<file path="src/hdl/pnas_pkg.sv">
// shared types, codes and helpers of the plotter numeric argument scanner
package pnas_pkg;

	// field widths
	localparam int unsigned CHAR_W  = 8;
	localparam int unsigned WHOLE_W = 31;
	localparam int unsigned FRAC_W  = 30;
	localparam int unsigned COUNT_W = 4;
	localparam int unsigned KIND_W  = 2;

	// default limit on kept fraction digits
	localparam int unsigned MAX_FRACTION_DIGITS_DEF = 9;

	// largest integer part and the overflow test constants derived from it
	localparam logic [WHOLE_W-1:0] WHOLE_LIMIT     = 31'h7fff_ffff;
	localparam logic [WHOLE_W-1:0] WHOLE_LIMIT_DIV = WHOLE_W'(WHOLE_LIMIT / 10);
	localparam logic [3:0]         WHOLE_LIMIT_MOD = 4'(WHOLE_LIMIT % 10);

	// character codes
	localparam logic [CHAR_W-1:0] CH_HT    = 8'h09;
	localparam logic [CHAR_W-1:0] CH_LF    = 8'h0a;
	localparam logic [CHAR_W-1:0] CH_FF    = 8'h0c;
	localparam logic [CHAR_W-1:0] CH_CR    = 8'h0d;
	localparam logic [CHAR_W-1:0] CH_SPACE = 8'h20;
	localparam logic [CHAR_W-1:0] CH_PLUS  = 8'h2b;
	localparam logic [CHAR_W-1:0] CH_COMMA = 8'h2c;
	localparam logic [CHAR_W-1:0] CH_MINUS = 8'h2d;
	localparam logic [CHAR_W-1:0] CH_POINT = 8'h2e;
	localparam logic [CHAR_W-1:0] CH_ZERO  = 8'h30;
	localparam logic [CHAR_W-1:0] CH_NINE  = 8'h39;

	// result kinds
	localparam logic [KIND_W-1:0] KIND_NONE     = 2'd0;
	localparam logic [KIND_W-1:0] KIND_INTEGER  = 2'd1;
	localparam logic [KIND_W-1:0] KIND_REAL     = 2'd2;
	localparam logic [KIND_W-1:0] KIND_OVERFLOW = 2'd3;

	// scan phase
	typedef enum logic [1:0] {
		PH_IDLE  = 2'd0,
		PH_INT   = 2'd1,
		PH_REAL  = 2'd2,
		PH_ENDED = 2'd3
	} phase_t;

	// character classes
	typedef enum logic [2:0] {
		CC_IGNORE,
		CC_SIGN,
		CC_POINT,
		CC_SEP,
		CC_DIGIT,
		CC_END
	} char_class_t;

	// one result beat
	typedef struct packed {
		logic [KIND_W-1:0]  kind;
		logic               negative;
		logic [WHOLE_W-1:0] whole_part;
		logic [FRAC_W-1:0]  fraction_digits;
		logic [COUNT_W-1:0] fraction_count;
		logic               list_end;
	} result_t;

	// classify one text byte
	function automatic char_class_t classify(input logic [CHAR_W-1:0] ch);
		char_class_t cc;
		unique case (ch) inside
			CH_HT, CH_LF, CH_FF, CH_CR: cc = CC_IGNORE;
			CH_PLUS, CH_MINUS:          cc = CC_SIGN;
			CH_POINT:                   cc = CC_POINT;
			CH_SPACE, CH_COMMA:         cc = CC_SEP;
			[CH_ZERO:CH_NINE]:          cc = CC_DIGIT;
			default:                    cc = CC_END;
		endcase
		return cc;
	endfunction

endpackage

</file>
<file path="src/hdl/pnas_in_stage.sv">
// input register for text bytes
module pnas_in_stage
	import pnas_pkg::*;
(
	input  logic              clk,
	input  logic              arst_n,
	input  logic              in_valid,
	output logic              in_ready,
	input  logic [CHAR_W-1:0] in_char,
	output logic              valid_s1,
	output logic [CHAR_W-1:0] char_s1,
	input  logic              take
);

	// room when empty or when the held byte leaves this cycle
	assign in_ready = !valid_s1 || take;

	// valid flag
	always_ff @(posedge clk or negedge arst_n) begin
		if (!arst_n) begin
			valid_s1 <= 1'b0;
		end else if (in_ready) begin
			valid_s1 <= in_valid;
		end
	end

	// byte payload
	always_ff @(posedge clk) begin
		if (in_valid && in_ready) begin
			char_s1 <= in_char;
		end
	end

endmodule

</file>
<file path="src/hdl/pnas_scan_core.sv">
// scanner state and per-byte number building
module pnas_scan_core
	import pnas_pkg::*;
#(
	parameter int unsigned MAX_FRACTION_DIGITS = MAX_FRACTION_DIGITS_DEF
)(
	input  logic              clk,
	input  logic              arst_n,
	input  logic              fire,
	input  logic [CHAR_W-1:0] char_s1,
	output logic              res_valid,
	output result_t           res
);

	localparam logic [COUNT_W-1:0] MAX_CNT = COUNT_W'(MAX_FRACTION_DIGITS);

	phase_t             phase_q, phase_d;
	logic               minus_q, minus_d;
	logic [WHOLE_W-1:0] whole_q, whole_d;
	logic [FRAC_W-1:0]  frac_q, frac_d;
	logic [COUNT_W-1:0] cnt_q, cnt_d;

	char_class_t        cc;
	logic [3:0]         digit;
	logic               pending;
	logic               overflow;
	logic [WHOLE_W+3:0] whole_x10;
	logic [FRAC_W+3:0]  frac_x10;
	result_t            pend_res;

	// byte decode and arithmetic
	assign cc        = classify(char_s1);
	assign digit     = 4'(char_s1 - CH_ZERO);
	assign pending   = (phase_q == PH_INT) || (phase_q == PH_REAL);
	assign overflow  = (whole_q > WHOLE_LIMIT_DIV) ||
			((whole_q == WHOLE_LIMIT_DIV) && (digit > WHOLE_LIMIT_MOD));
	assign whole_x10 = {whole_q, 3'b000} + {2'b00, whole_q, 1'b0} + (WHOLE_W+4)'(digit);
	assign frac_x10  = {frac_q, 3'b000} + {2'b00, frac_q, 1'b0} + (FRAC_W+4)'(digit);

	// pending number as a result
	always_comb begin
		pend_res = '0;
		if (phase_q == PH_INT) begin
			pend_res.kind       = KIND_INTEGER;
			pend_res.negative   = minus_q;
			pend_res.whole_part = whole_q;
		end else if (phase_q == PH_REAL) begin
			pend_res.kind            = KIND_REAL;
			pend_res.negative        = minus_q;
			pend_res.whole_part      = whole_q;
			pend_res.fraction_digits = frac_q;
			pend_res.fraction_count  = cnt_q;
		end
	end

	// next state
	always_comb begin
		phase_d = phase_q;
		minus_d = minus_q;
		whole_d = whole_q;
		frac_d  = frac_q;
		cnt_d   = cnt_q;
		if (phase_q != PH_ENDED) begin
			unique case (cc)
				CC_IGNORE: begin
				end
				CC_SIGN: begin
					minus_d = (char_s1 == CH_MINUS);
					whole_d = '0;
					frac_d  = '0;
					cnt_d   = '0;
					phase_d = PH_INT;
				end
				CC_POINT: begin
					if (phase_q != PH_INT) begin
						minus_d = 1'b0;
						whole_d = '0;
					end
					frac_d  = '0;
					cnt_d   = '0;
					phase_d = PH_REAL;
				end
				CC_SEP: begin
					if (pending) begin
						minus_d = 1'b0;
						whole_d = '0;
						frac_d  = '0;
						cnt_d   = '0;
						phase_d = PH_IDLE;
					end
				end
				CC_DIGIT: begin
					if (phase_q == PH_IDLE) begin
						minus_d = 1'b0;
						whole_d = WHOLE_W'(digit);
						frac_d  = '0;
						cnt_d   = '0;
						phase_d = PH_INT;
					end else if (phase_q == PH_INT) begin
						if (overflow) begin
							minus_d = 1'b0;
							whole_d = '0;
							frac_d  = '0;
							cnt_d   = '0;
							phase_d = PH_ENDED;
						end else begin
							whole_d = whole_x10[WHOLE_W-1:0];
						end
					end else if (cnt_q < MAX_CNT) begin
						frac_d = frac_x10[FRAC_W-1:0];
						cnt_d  = cnt_q + 1'b1;
					end
				end
				default: begin
					minus_d = 1'b0;
					whole_d = '0;
					frac_d  = '0;
					cnt_d   = '0;
					phase_d = PH_ENDED;
				end
			endcase
		end
	end

	// result for this byte
	always_comb begin
		res_valid = 1'b0;
		res       = pend_res;
		if (phase_q != PH_ENDED) begin
			unique case (cc)
				CC_IGNORE: begin
				end
				CC_SIGN: begin
					res_valid = pending;
				end
				CC_POINT: begin
					res_valid = (phase_q == PH_REAL);
				end
				CC_SEP: begin
					res_valid = pending;
				end
				CC_DIGIT: begin
					if ((phase_q == PH_INT) && overflow) begin
						res_valid    = 1'b1;
						res          = '0;
						res.kind     = KIND_OVERFLOW;
						res.negative = minus_q;
						res.list_end = 1'b1;
					end
				end
				default: begin
					res_valid    = 1'b1;
					res.list_end = 1'b1;
				end
			endcase
		end
	end

	// control state
	always_ff @(posedge clk or negedge arst_n) begin
		if (!arst_n) begin
			phase_q <= PH_IDLE;
			minus_q <= 1'b0;
			whole_q <= '0;
			frac_q  <= '0;
			cnt_q   <= '0;
		end else if (fire) begin
			phase_q <= phase_d;
			minus_q <= minus_d;
			whole_q <= whole_d;
			frac_q  <= frac_d;
			cnt_q   <= cnt_d;
		end
	end

endmodule

</file>
<file path="src/hdl/pnas_out_buf.sv">
// two-entry output register with skid slot
module pnas_out_buf
	import pnas_pkg::*;
(
	input  logic    clk,
	input  logic    arst_n,
	input  logic    push,
	input  result_t push_res,
	output logic    space,
	output logic    out_valid,
	input  logic    out_ready,
	output result_t out_res
);

	logic    head_v_q, tail_v_q;
	result_t head_q, tail_q;
	logic    pop;

	assign space     = !tail_v_q;
	assign out_valid = head_v_q;
	assign out_res   = head_q;
	assign pop       = head_v_q && out_ready;

	// occupancy
	always_ff @(posedge clk or negedge arst_n) begin
		if (!arst_n) begin
			head_v_q <= 1'b0;
			tail_v_q <= 1'b0;
		end else if (pop) begin
			head_v_q <= tail_v_q || push;
			tail_v_q <= tail_v_q && push;
		end else if (push) begin
			head_v_q <= 1'b1;
			tail_v_q <= head_v_q;
		end
	end

	// payload slots
	always_ff @(posedge clk) begin
		if (pop) begin
			head_q <= tail_v_q ? tail_q : push_res;
			if (push) begin
				tail_q <= push_res;
			end
		end else if (push) begin
			if (head_v_q) begin
				tail_q <= push_res;
			end else begin
				head_q <= push_res;
			end
		end
	end

endmodule

</file>
<file path="src/hdl/plotter_numeric_argument_scanner.sv">
// top level of the plotter numeric argument scanner
// Takes one byte of argument text per beat and returns each finished number as one beat:
// kind on tuser, list end on tlast, the value fields on tdata. A byte is accepted in every
// cycle while the output side keeps up; an input beat passes the input register, then the
// scanner's single pass of multiply-by-ten, compare and select, then the result register.
// After a list end or an integer overflow every byte is consumed without result until reset.
module plotter_numeric_argument_scanner
	import pnas_pkg::*;
#(
	parameter int unsigned MAX_FRACTION_DIGITS = MAX_FRACTION_DIGITS_DEF
)(
	input  logic        clk,
	input  logic        arst_n,
	input  logic        s_tvalid,
	output logic        s_tready,
	input  logic [7:0]  s_tdata,  // character
	output logic        m_tvalid,
	input  logic        m_tready,
	output logic [71:0] m_tdata,  // negative, whole_part, fraction_digits, fraction_count, zeros
	output logic        m_tlast,  // list_end
	output logic [1:0]  m_tuser   // kind
);

	logic              valid_s1;
	logic [CHAR_W-1:0] char_s1;
	logic              space;
	logic              fire;
	logic              res_valid;
	result_t           res;
	result_t           out_res;

	assign fire = valid_s1 && space;

	pnas_in_stage u_in (
		.clk      (clk),
		.arst_n   (arst_n),
		.in_valid (s_tvalid),
		.in_ready (s_tready),
		.in_char  (s_tdata),
		.valid_s1 (valid_s1),
		.char_s1  (char_s1),
		.take     (fire)
	);

	pnas_scan_core #(
		.MAX_FRACTION_DIGITS (MAX_FRACTION_DIGITS)
	) u_core (
		.clk       (clk),
		.arst_n    (arst_n),
		.fire      (fire),
		.char_s1   (char_s1),
		.res_valid (res_valid),
		.res       (res)
	);

	pnas_out_buf u_out (
		.clk       (clk),
		.arst_n    (arst_n),
		.push      (fire && res_valid),
		.push_res  (res),
		.space     (space),
		.out_valid (m_tvalid),
		.out_ready (m_tready),
		.out_res   (out_res)
	);

	// result beat packing
	assign m_tdata = {6'b000000, out_res.fraction_count, out_res.fraction_digits,
			out_res.whole_part, out_res.negative};
	assign m_tlast = out_res.list_end;
	assign m_tuser = out_res.kind;

endmodule
</file>
<file path="config.mk">
export PLATFORM = sky130hd
export DESIGN_NAME = plotter_numeric_argument_scanner
export DESIGN_NICKNAME = d
export VERILOG_FILES = /design/src/hdl/pnas_pkg.sv /design/src/hdl/pnas_in_stage.sv /design/src/hdl/pnas_scan_core.sv /design/src/hdl/pnas_out_buf.sv /design/src/hdl/plotter_numeric_argument_scanner.sv
export SDC_FILE = /design/constraint.sdc
export NUM_CORES = 1
export LEC_CHECK = 0
export BUFFER_PORTS_ARGS = -buffer_cell sky130_fd_sc_hd__clkbuf_2
export CAP_MARGIN = 20
export CORE_ASPECT_RATIO = 1.4
export CORE_MARGIN = 4
export CORE_UTILIZATION = 60
export CTS_CLUSTER_DIAMETER = 40
export CTS_CLUSTER_SIZE = 12
export DETAILED_ROUTE_END_ITERATION = 6
export GPL_ROUTABILITY_DRIVEN = 0
export MAX_ROUTING_LAYER = met4
export PLACE_DENSITY = 0.78
export SLEW_MARGIN = 15
export SYNTH_ARGS = -nofsm -noshare
export SYNTH_HDL_FRONTEND = slang
export SYNTH_SLANG_ARGS = --single-unit
</file>
<file path="constraint.sdc">
create_clock -name clk -period 12.4 [get_ports clk]
set_input_delay 0.62 -clock clk [delete_from_list [all_inputs] [get_ports clk]]
set_output_delay 0.62 -clock clk [all_outputs]
set_load 0.01 [all_outputs]
</file>
==> flow_summary.json <==
{
  "antenna_found_initial": 0,
  "track_usage": 0.234,
  "cts_root_buffer": "clkbuf_16",
  "synthMuxAreaShare": 0.0628,
  "boundaryPins": 89,
  "final_max_slew_viol_count": 0,
  "cts_setup_buffers": 0,
  "worstPathMaxFanout": 49,
  "dieArea_um2": 23600,
  "worst_hold_slack_ps": 264,
  "clockBufferDepth": 3,
  "dpl.cell_count": 1385,
  "syn_area_um2": 12700,
  "cp.required_ps": 12550,
  "setup_viol": 0,
  "clk_latency_ps": 530,
  "grt_max_degree": 72,
  "place_ws_ps": 7850,
  "nets": 1291,
  "fmax_mhz": 218,
  "async_flop_share": 0.327,
  "drive_above_1_share": 0.214,
  "p_int_uw": 1480,
  "ys_seq_elements": 217,
  "syn_area_per_cell_um2": 11.8,
  "ir_worst_vdd_mv": 0.109,
  "hold_path.class": "in2reg",
  "cts.sinks": 217,
  "ys_warn_count": 0,
  "firstDrtPassIters": 5,
  "fin_util": 0.685,
  "end_kind": "flip-flop",
  "synthTopCellsByArea": "edfxtp_1 (35%), dfrtp_1 (14%), ha_1 (12%)",
  "io_buffers": 82,
  "core_region_area_um2": 20600,
  "ant_nets": 0,
  "sw_frac_of_total": 0.292,
  "cts_tree": "done",
  "grt_pass1_vias": 9012,
  "num_rows": 62,
  "leakagePower_uw": 0.00640,
  "fin_crit_sh": 0.370,
  "synthTopCellsByCount": "edfxtp_1 (146), ha_1 (117), nand2_1 (74)",
  "stdcell_count": 1434,
  "finClkSkew_ps": 16.6,
  "synth-main-ff-cell": "edfxtp_1",
  "timing_worst_setup_path_type": "reg2reg",
  "yosys.area_share.simple": 0.133,
  "fin_crit_ps": 4580,
  "comb_power_share": 0.184,
  "maxCapViolations": 0,
  "netlist_instances": 1078,
  "hpwl_um": 18700,
  "cts_hold_buf": 0,
  "drt-vias-per-instance": 6.04,
  "grt-ovfl-total": 0,
  "start_util": 0.615,
  "drt_wl_total_um": 26600,
  "synth_top_family_by_area": "compound AO/OA/AOI/OAI gates",
  "num_vias": 8668,
  "clkTransAtPathRegs_ps": 60,
  "synth_compound_area_frac": 0.139,
  "synth_top_area_cell": "edfxtp_1",
  "die_x_um": 131,
  "rsz0062_at_grt": "false",
  "maxSlewHeadroom": 0.290,
  "start_kind": "flip-flop",
  "grt_pass1_wl_um": 43800,
  "hold_violations": 0,
  "worstMarginPinSlew_ps": 1060,
  "drc": 0,
  "post_cts_resize_count": 0,
  "areaGrowthSynthToFinish_pct": 11.4,
  "synthAdderAreaFrac": 0.122,
  "numCtsBuffers": 27,
  "yosysSeqAreaShare": 0.485,
  "worst_ep_arrival_time_ps": 4730,
  "power_density_nw_per_um2": 148,
  "tns_ps": 0,
  "setup_ws_ps": 7820,
  "synth_top_area_frac": 0.345,
  "die_y_um": 180,
  "ys_types": 79,
  "antennaDiodeCount": 0,
  "h-tree-depth": 1,
  "clock_power_share": 0.348,
  "p_seq_frac": 0.468,
  "status": "complete, no violations",
  "synth_xor_area_frac": 0.0324,
  "drt_iter0_drc": 436,
  "yosysMostFrequentCell": "edfxtp_1",
  "routedWlPerCell_um": 18.5,
  "synth_edf_count": 146,
  "p_sw_uw": 612
}
[registers in the layout (all words and copies together), names as in the netlist]
| name | cells |
|---|---|
| u_in.valid_s1 | 1 |
| u_out.out_valid | 1 |
| u_core.cnt_q | 4 |
| u_out.out_res | 69 |
| u_in.char_s1 | 8 |
| u_core.whole_q | 31 |
| u_out.tail_q | 69 |
| u_core.phase_q | 2 |
| u_out.tail_v_q | 1 |
| u_core.frac_q | 30 |
| u_core.minus_q | 1 |
[per-stage QoR]
step | area, µm² | total power, µW
3_3_place_gp | 13300 | 1370
6_report | 14100 | 2090
2_1_floorplan | 12700 | 1230
3_5_place_dp | 13300 | 1380
4_1_cts | 14100 | 2110
5_1_grt | 14100 | 2190
[cell families (layout without fill, tap and decap cells)]
family	after synthesis	in the layout
fa+ha+maj	121	121
compound gates	254	254
xor+xnor	47	47
simple gates	294	294
flops	217	217
buf+inv	73	168
other cells	1	6
mux	71	71
[critical path, cell delays in order, from the launching register on]
cell and delay (ps):
dfrtp_1 410, or3_1 380, or3_1 400, or2_1 280, a211oi_4 530, and2_1 280, nor2_1 70, a2bb2oi_1 230
nor3b_4 870, buf_4 650
[path summary, 6_finish.rpt]
kind                       slack [ps]                from  cells after the start                 to
min reg2reg                       480   u_core.frac_q[29]                      2  u_core.frac_q[29]
min                               260          s_tdata[7]                      1    u_in.char_s1[7]
max reg2reg                      7820  u_core.whole_q[29]                      9   u_out.tail_q[31]
max                              7820  u_core.whole_q[29]                      9   u_out.tail_q[31]
min in group asynchronous         340              arst_n                      2      u_in.valid_s1
max in group asynchronous       11410              arst_n                      2  u_core.frac_q[22]
[cell usage in the layout (no fill, tap or decap), drive strengths merged, types with 7 or more instances in the layout]
master    n
a211oi   12
a21o     23
a21oi    51
a22o     26
and2     71
and3      7
buf       9
clkbuf  116
clkinv    8
dfrtp    71
edfxtp  146
ha      117
inv      32
mux2     69
nand2    74
nand2b    8
nand3    15
nand4    12
nor2     38
nor2b    10
nor3     17
o211ai    9
o21a     20
o21ai    59
o31ai     9
or3       9
xnor2    34
xor2     13
[area by class of cell]
cell class	count	area, µm²
Sequential cell	217	6160
Fill cell	1552	6490
Timing Repair Buffer	90	470
Multi-Input combinational cell	793	6250
Clock buffer	35	716
Clock inverter	14	121
Tap cell	256	320
Inverter	29	109
[layer usage]
layer / GRT usage / routed length, µm / vias to the layer above
met5: - / 0 / -
met4: 0.0840 / 954 / 0
met3: 0.0282 / 794 / 68
met2: 0.427 / 14500 / 181
met1: 0.257 / 10400 / 4213
li1: - / - / 4206
[power by group through the flow]
stage,Clock (µW),Sequential (µW),Combinational (µW)
floorplan,0,1030,201
global placement,0,988,382
detailed placement,0,993,388
CTS,743,980,391
global route,776,991,421
finish,729,979,384
No activity file was read; power rests on OpenSTA's default activity.
